[src/hw/rtl/fbcm_pkg.sv]
package fbcm_pkg;

	localparam int unsigned BLOCK_W = 16;
	localparam int unsigned HALF_W  = 8;
	localparam int unsigned KEYS_W  = 64;
	localparam int unsigned CFG_W   = 64;
	localparam int unsigned IDX_W   = 3;
	localparam int unsigned RCNT_W  = 4;

	typedef enum logic [1:0] {
		MODE_ECB = 2'd0,
		MODE_CBC = 2'd1,
		MODE_CFB = 2'd2,
		MODE_OFB = 2'd3
	} mode_t;

	typedef enum logic [IDX_W-1:0] {
		REG_ROUND_KEYS  = 3'd0,
		REG_ROUND_COUNT = 3'd1,
		REG_CIPHER_MODE = 3'd2,
		REG_DIRECTION   = 3'd3,
		REG_INIT_VECTOR = 3'd4
	} reg_idx_t;

	localparam logic [RCNT_W-1:0] ROUND_COUNT_RST = 4'd8;

	// Control for one pass through the round network.
	typedef struct packed {
		logic [RCNT_W-1:0] rounds;
		logic              dec;
	} cipher_ctl_t;

	// High nibble: ((3^h mod 17) + 2) mod 16.
	localparam logic [3:0] SBOX_HI [16] = '{
		4'd3, 4'd5, 4'd11, 4'd12, 4'd15, 4'd7, 4'd1, 4'd13,
		4'd2, 4'd0, 4'd10, 4'd9, 4'd6, 4'd14, 4'd4, 4'd8
	};

	// Low nibble: ((5^l mod 17) + 7) mod 16.
	localparam logic [3:0] SBOX_LO [16] = '{
		4'd8, 4'd12, 4'd15, 4'd13, 4'd4, 4'd5, 4'd9, 4'd1,
		4'd7, 4'd3, 4'd0, 4'd2, 4'd11, 4'd10, 4'd6, 4'd14
	};

	function automatic logic [HALF_W-1:0] round_f(input logic [HALF_W-1:0] x);
		logic [HALF_W-1:0] s;
		s = {SBOX_HI[x[7:4]], SBOX_LO[x[3:0]]};
		return {s[4:0], s[7:5]};
	endfunction

endpackage

[src/hw/rtl/fbcm_core.sv]
module fbcm_core
	import fbcm_pkg::*;
#(
	parameter int unsigned MAX_ROUNDS = 8
) (
	input  logic [BLOCK_W-1:0] blk,
	input  logic [KEYS_W-1:0]  keys,
	input  cipher_ctl_t        ctl,
	output logic [BLOCK_W-1:0] res
);

	logic [HALF_W-1:0] lh [MAX_ROUNDS+1];
	logic [HALF_W-1:0] rh [MAX_ROUNDS+1];
	logic [RCNT_W-1:0] n_eff;

	// Round counts above the unrolled depth saturate; zero leaves the block unchanged.
	assign n_eff = (ctl.rounds > RCNT_W'(MAX_ROUNDS)) ? RCNT_W'(MAX_ROUNDS) : ctl.rounds;

	assign lh[0] = blk[15:8];
	assign rh[0] = blk[7:0];

	// Position j applies key j when encrypting and key MAX_ROUNDS-1-j when
	// decrypting; a position whose key index is at or past the round count passes through.
	for (genvar j = 0; j < MAX_ROUNDS; j++) begin : g_round
		localparam int unsigned KE = j;
		localparam int unsigned KD = MAX_ROUNDS - 1 - j;
		logic [HALF_W-1:0] key;
		logic              active;

		assign key    = ctl.dec ? keys[HALF_W*KD +: HALF_W] : keys[HALF_W*KE +: HALF_W];
		assign active = ctl.dec ? (RCNT_W'(KD) < n_eff) : (RCNT_W'(KE) < n_eff);

		always_comb begin
			if (!active) begin
				lh[j+1] = lh[j];
				rh[j+1] = rh[j];
			end else if (ctl.dec) begin
				lh[j+1] = rh[j] ^ round_f(lh[j] ^ key);
				rh[j+1] = lh[j];
			end else begin
				lh[j+1] = rh[j];
				rh[j+1] = lh[j] ^ round_f(rh[j] ^ key);
			end
		end
	end

	assign res = {lh[MAX_ROUNDS], rh[MAX_ROUNDS]};

endmodule

[src/hw/rtl/feistel_block_cipher_modes_unit.sv]
// A block is captured in the input register, and its result is offered from the result
// register. Throughput: one block per cycle while out_ready keeps the output draining; the
// round network is unrolled between the input register and the result register, and the
// chaining register updates as each block moves into the result register.
// Reset: arst_n clears the pipeline valids and the chaining value and returns the
// configuration registers to their defaults (eight rounds, ECB, encrypt, zero keys and IV).
module feistel_block_cipher_modes_unit
	import fbcm_pkg::*;
#(
	parameter int unsigned MAX_ROUNDS = 8
) (
	input  logic              clk,
	input  logic              arst_n,
	input  logic              cfg_we,
	input  logic [IDX_W-1:0]  cfg_index,
	input  logic [CFG_W-1:0]  cfg_data,
	input  logic              in_valid,
	output logic              in_ready,
	input  logic [HALF_W-1:0] block_hi,
	input  logic [HALF_W-1:0] block_lo,
	input  logic              restart,
	output logic              out_valid,
	input  logic              out_ready,
	output logic [HALF_W-1:0] out_hi,
	output logic [HALF_W-1:0] out_lo
);

	logic [KEYS_W-1:0]  round_keys_q;
	logic [RCNT_W-1:0]  round_count_q;
	mode_t              cipher_mode_q;
	logic               direction_q;
	logic [BLOCK_W-1:0] init_vector_q;
	logic [BLOCK_W-1:0] chain_q;

	logic               valid_s1;
	logic [BLOCK_W-1:0] blk_s1;
	logic               restart_s1;

	logic               out_valid_q;
	logic [BLOCK_W-1:0] res_q;

	logic               advance;
	logic [BLOCK_W-1:0] cur_chain;
	logic [BLOCK_W-1:0] core_in;
	logic [BLOCK_W-1:0] core_out;
	logic [BLOCK_W-1:0] res_d;
	logic [BLOCK_W-1:0] chain_d;
	cipher_ctl_t        ctl;

	always_ff @(posedge clk or negedge arst_n) begin
		if (!arst_n) begin
			round_keys_q  <= '0;
			round_count_q <= ROUND_COUNT_RST;
			cipher_mode_q <= MODE_ECB;
			direction_q   <= 1'b0;
			init_vector_q <= '0;
		end else if (cfg_we) begin
			case (cfg_index)
				REG_ROUND_KEYS:  round_keys_q  <= cfg_data[KEYS_W-1:0];
				REG_ROUND_COUNT: round_count_q <= cfg_data[RCNT_W-1:0];
				REG_CIPHER_MODE: cipher_mode_q <= mode_t'(cfg_data[1:0]);
				REG_DIRECTION:   direction_q   <= cfg_data[0];
				REG_INIT_VECTOR: init_vector_q <= cfg_data[BLOCK_W-1:0];
				default: ;
			endcase
		end
	end

	// The input stage moves on whenever the result register is empty or being drained.
	assign advance  = valid_s1 && (!out_valid_q || out_ready);
	assign in_ready = !valid_s1 || advance;

	always_ff @(posedge clk or negedge arst_n) begin
		if (!arst_n) begin
			valid_s1 <= 1'b0;
		end else if (in_ready) begin
			valid_s1 <= in_valid;
		end
	end

	always_ff @(posedge clk) begin
		if (in_valid && in_ready) begin
			blk_s1     <= {block_hi, block_lo};
			restart_s1 <= restart;
		end
	end

	assign cur_chain = restart_s1 ? init_vector_q : chain_q;

	// Feedback modes always run the forward cipher; only ECB and CBC decrypt.
	always_comb begin
		ctl.rounds = round_count_q;
		ctl.dec    = direction_q;
		core_in    = blk_s1;
		case (cipher_mode_q)
			MODE_CBC: begin
				core_in = direction_q ? blk_s1 : (blk_s1 ^ cur_chain);
			end
			MODE_CFB, MODE_OFB: begin
				ctl.dec = 1'b0;
				core_in = cur_chain;
			end
			default: ;
		endcase
	end

	fbcm_core #(
		.MAX_ROUNDS(MAX_ROUNDS)
	) u_core (
		.blk (core_in),
		.keys(round_keys_q),
		.ctl (ctl),
		.res (core_out)
	);

	always_comb begin
		res_d   = core_out;
		chain_d = cur_chain;
		case (cipher_mode_q)
			MODE_CBC: begin
				if (direction_q) begin
					res_d   = core_out ^ cur_chain;
					chain_d = blk_s1;
				end else begin
					chain_d = core_out;
				end
			end
			MODE_CFB: begin
				res_d   = core_out ^ blk_s1;
				chain_d = direction_q ? blk_s1 : res_d;
			end
			MODE_OFB: begin
				res_d   = core_out ^ blk_s1;
				chain_d = core_out;
			end
			default: ;
		endcase
	end

	always_ff @(posedge clk or negedge arst_n) begin
		if (!arst_n) begin
			chain_q     <= '0;
			out_valid_q <= 1'b0;
		end else begin
			if (advance) begin
				chain_q <= chain_d;
			end
			if (advance) begin
				out_valid_q <= 1'b1;
			end else if (out_ready) begin
				out_valid_q <= 1'b0;
			end
		end
	end

	always_ff @(posedge clk) begin
		if (advance) begin
			res_q <= res_d;
		end
	end

	assign out_valid = out_valid_q;
	assign out_hi    = res_q[15:8];
	assign out_lo    = res_q[7:0];

	a_empty_stage_ready: assert property (@(posedge clk) disable iff (!arst_n)
		!valid_s1 |-> in_ready)
		else $error("input stage empty but not ready");

	a_advance_fills_output: assert property (@(posedge clk) disable iff (!arst_n)
		advance |=> out_valid_q)
		else $error("block left the input stage without reaching the result register");

	a_stalled_stage_holds: assert property (@(posedge clk) disable iff (!arst_n)
		valid_s1 && !advance |=> valid_s1 && $stable(blk_s1))
		else $error("stalled input stage lost its block");

	a_ecb_chain_kept: assert property (@(posedge clk) disable iff (!arst_n)
		advance && cipher_mode_q == MODE_ECB && !restart_s1 |=> $stable(chain_q))
		else $error("chaining value changed in ECB mode");

endmodule

[config.mk]
export PLATFORM = sky130hd
export DESIGN_NAME = feistel_block_cipher_modes_unit
export DESIGN_NICKNAME = d
export VERILOG_FILES = /design/src/hw/rtl/fbcm_pkg.sv /design/src/hw/rtl/fbcm_core.sv /design/src/hw/rtl/feistel_block_cipher_modes_unit.sv
export SDC_FILE = /design/constraint.sdc
export NUM_CORES = 1
export LEC_CHECK = 0
export ABC_AREA = 1
export BUFFER_PORTS_ARGS = -buffer_cell sky130_fd_sc_hd__buf_2
export CAP_MARGIN = 20
export CORE_MARGIN = 4
export CORE_UTILIZATION = 40
export DETAILED_ROUTE_END_ITERATION = 10
export PLACE_DENSITY_LB_ADDON = 0.05
export SLEW_MARGIN = 5
export SYNTH_ARGS = -nofsm -noshare
export SYNTH_HDL_FRONTEND = slang
export SYNTH_SLANG_ARGS = --single-unit
[constraint.sdc]
create_clock -name clk -period 13.2 [get_ports clk]
set_clock_uncertainty 0.15 [all_clocks]
set_input_delay 1.98 -clock clk [delete_from_list [all_inputs] [get_ports clk]]
set_output_delay 1.98 -clock clk [all_outputs]
set_load 0.01 [all_outputs]
==> flow_results.org <==
** Yosys
- Mapped Nets :: 3,554
- Number of enable-type register cells in the synthesized netlist :: 33
- Synthesis produced a netlist whose cell count is 3,432.
- Share of synthesized area occupied by flip-flops and latches :: 0.1886
- Total of warnings raised by yosys :: 0
- In the synthesized netlist the async set-or-reset flop fraction comes to 0.7609.
- Of all cell types, the one taking the most synthesized area is nand2_1.
- Ranked by total cell area, the synthesized netlist is headed by nand2_1 (27%), nand3_1 (15%), dfrtp_1 (14%), inv_1 (7.5%), nand2_2 (7.2%).
- Fraction of synthesized cell area taken by the top area cell type :: 0.2707
- Summing every instance area after synthesis gives 0.01919 mm².
- Count of state elements after synthesis :: 138
- Top post-synthesis cells by count :: nand2_1 (1,384), nand3_1 (568), inv_1 (381)
- Post-Synthesis Mean Instance Area :: 5.591 µm²
- Among all flip-flop cells after synthesis, the most frequent one is dfrtp_1.
- Yosys cell types :: 46
- Library cell with the highest instance count after synthesis :: nand2_1

** STA
- Max-slew violation count :: 0
- The clock period could shrink to 11,630 ps.
- In this run the tightest slew margin relative to its limit is 0.2687.
- Setup repair after global routing left no endpoint under its margin.
- Final setup TNS :: 0 ps
- The final-report hold violation count is 0.
- In the finished design, the share of the clock period the worst path needs comes to 0.8814.
- For the pin with the worst max-slew slack, the measured transition is 1085 ps.
- Worst Setup Slack, final :: 1565 ps
- Timing would allow up to 85.95 MHz.
- Setup violations remaining at the end of the flow were counted as 0.

** Floorplanning
- For this configuration, the core starts out at a cell density of 0.4087.
- Die Y :: 227.0 µm
- Core area :: 0.04695 mm²
- The die covers 0.05154 mm².
- I/O pin count :: 107
- Measured along the x axis, the die boundary spans 227.0 µm.
- Std-Cell Rows :: 79

** Routing
- DRC violation count after routing :: 0
- Number of detailed-routing iterations run before antenna repair :: 6
- Summed over all layers, the routed wires come to 77,520 µm.
- Number of routed nets with antenna violations :: 0
- The final route contains 22.05k vias.
- In the final routed layout, each cell accounts on average for 18.92 µm.
- After detailed routing, the number of vias per cell comes to 5.382.
- After the first detailed-routing iteration, the DRC count stood at 1,960.

** CTS
- The longest clock path from root to sink contains 2 buffers.
- In this run the number of H-tree levels came out at 4.
- Number of buffers added to fix hold violations after cts :: 0
- Count of clock tree sinks :: 138
- At the later pin of the worst-skew pair, clock insertion delay measures 510 ps.
- The number of gates resized after CTS was 0.
- TritonCTS created 17 clock buffers.
- In this run the post-CTS setup repair buffer count came out at 0.
- Clock-pin slew was measured on the worst setup and hold paths at 70 ps.
- Clock root buffer master :: clkbuf_16
- TritonCTS built the clock tree.

** Critical path
- R2R Path Start :: cipher_mode_q[1]$_DFFE_PN0P_
- STA puts the critical path data arrival time at 11,740 ps.
- The most critical setup path has its startpoint at cipher_mode_q[1]$_DFFE_PN0P_.
- Delay of the slowest cell on the worst path :: 810 ps
- The worst setup path is launched from a flop.
- Critical Path Most Common Cell :: nand2_1
- Maximum fanout along the worst path :: 54
- Kind of end point of the critical path :: flop
- Type of the worst setup path :: flop to flop
- On the critical path, the stage with the largest delay is an instance of clkinv_1.
- For the worst setup path, the data required time is 13,300 ps.

** Placed design
- Once detailed placement completed, the half-perimeter wirelength came to 63,130 µm.
- Prior to clock tree synthesis, the placed netlist has a worst setup slack of 1741 ps.
- Gpl congestion :: 0.9904
- Port Buffers :: 106

** Global routing
- Total track usage :: 0.2970
- After global routing the overflow that remains totals 0.
- The via count of the first global-routing pass was 20.15k.
- Global-route wire length before repair :: 117,300 µm
- Initial antenna violation count :: 3
- Entering global routing, the biggest net connects 87 pins.

** Layout
- P&R area growth vs syn :: 8.105%
- Fraction of layout instances using a drive strength above 1 :: 0.1523
- At the end of the flow, the number of nets in the layout was 3,596.

** Min path
- The worst hold path begins at chain_q[1]$_DFFE_PN0P_.
- Kind of path behind the tightest hold check :: flop to flop

** Outcome
- The run finished with clean final reports.

** Job
- Number of maximum-capacitance violations :: 0
## final timing paths
path / endpoint / cells after the start / slack (ps)
max in group asynchronous: round_keys_q[31]$_DFFE_PN0P_ / 2 / 10230
setup reg to reg: res_q[9]$_DFFE_PP_ / 79 / 1570
hold reg to reg: chain_q[1]$_DFFE_PN0P_ / 2 / 330
hold / removal: chain_q[1]$_DFFE_PN0P_ / 2 / 330
min in group asynchronous: chain_q[10]$_DFFE_PN0P_ / 1 / 1340
setup / recovery: res_q[9]$_DFFE_PP_ / 79 / 1570
## placed cells by master, fill, tap and decap left out, types with 49 or more instances in the layout
master | Yosys | routed
a21oi_1 | 65 | 65
buf_2 | 38 | 105
dfrtp_1 | 104 | 104
inv_1 | 381 | 381
nand2_1 | 1384 | 1383
nand2_2 | 220 | 220
nand3_1 | 568 | 568
nand3_2 | 49 | 49
nand4_1 | 89 | 89
nor2_1 | 80 | 80
o21ai_0 | 119 | 116
## flip-flops by register name (all words and copies together), names as in the netlist
name / count
round_count_q: 4
blk_s1: 16
res_q: 16
valid_s1: 1
init_vector_q: 16
out_valid: 1
restart_s1: 1
round_keys_q: 64
direction_q: 1
chain_q: 16
cipher_mode_q: 2
## stage by stage
step | std cells | utilization | hold slack (ps) | instance area (µm²)
4_1_cts | 4094 | 0.4417 | 334.7 | 20740
6_report | 4097 | 0.4418 | 332.0 | 20740
3_3_place_gp | 4061 | 0.4281 | 317.5 | 20100
3_5_place_dp | 4062 | 0.4284 | 316.2 | 20110
2_1_floorplan | 3432 | - | 299.2 | 19190
5_1_grt | 4097 | 0.4418 | 367.3 | 20740
## cell families after synthesis
logic type,synth area share
and+or+nand+nor,0.5834
buffers and inverters,0.1132
AOI/OAI and AO/OA,0.08216
DFF,0.1886
adders and majority gates,0.02152
xor gates and xnor gates,0.009912
muxes,0.001174
## cell type report
class | instances | area (µm²)
clock buffers | 17 | 425.4
diodes | 3 | 7.507
inverters | 418 | 1582
well taps | 607 | 759.5
repair buffers | 132 | 732.0
multi-input cells | 2767 | 13420
flip-flops and latches | 138 | 3620
clock inverters | 15 | 197.7
fillers | 5184 | 26210
## layer usage
metal	wire length [µm]	global-route usage
met3	3833	0.03623
met2	36290	0.5036
met5	0	0
met4	4185	0.1454
met1	33210	0.3756
## critical path, delay by kind of cell, from the launching register on
| family | cells | cell delay (ps) |
|---|---|---|
| and+or+nand+nor | 61 | 7160 |
| buffers and inverters | 10 | 1810 |
| adders and majority gates | 4 | 990 |
| AOI/OAI and AO/OA | 3 | 620 |
| DFF | 1 | 410 |
| xor gates and xnor gates | 1 | 180 |
Power is not shown: default switching activity piles up to over one toggle a cycle in this logic, so the estimate is an artifact.
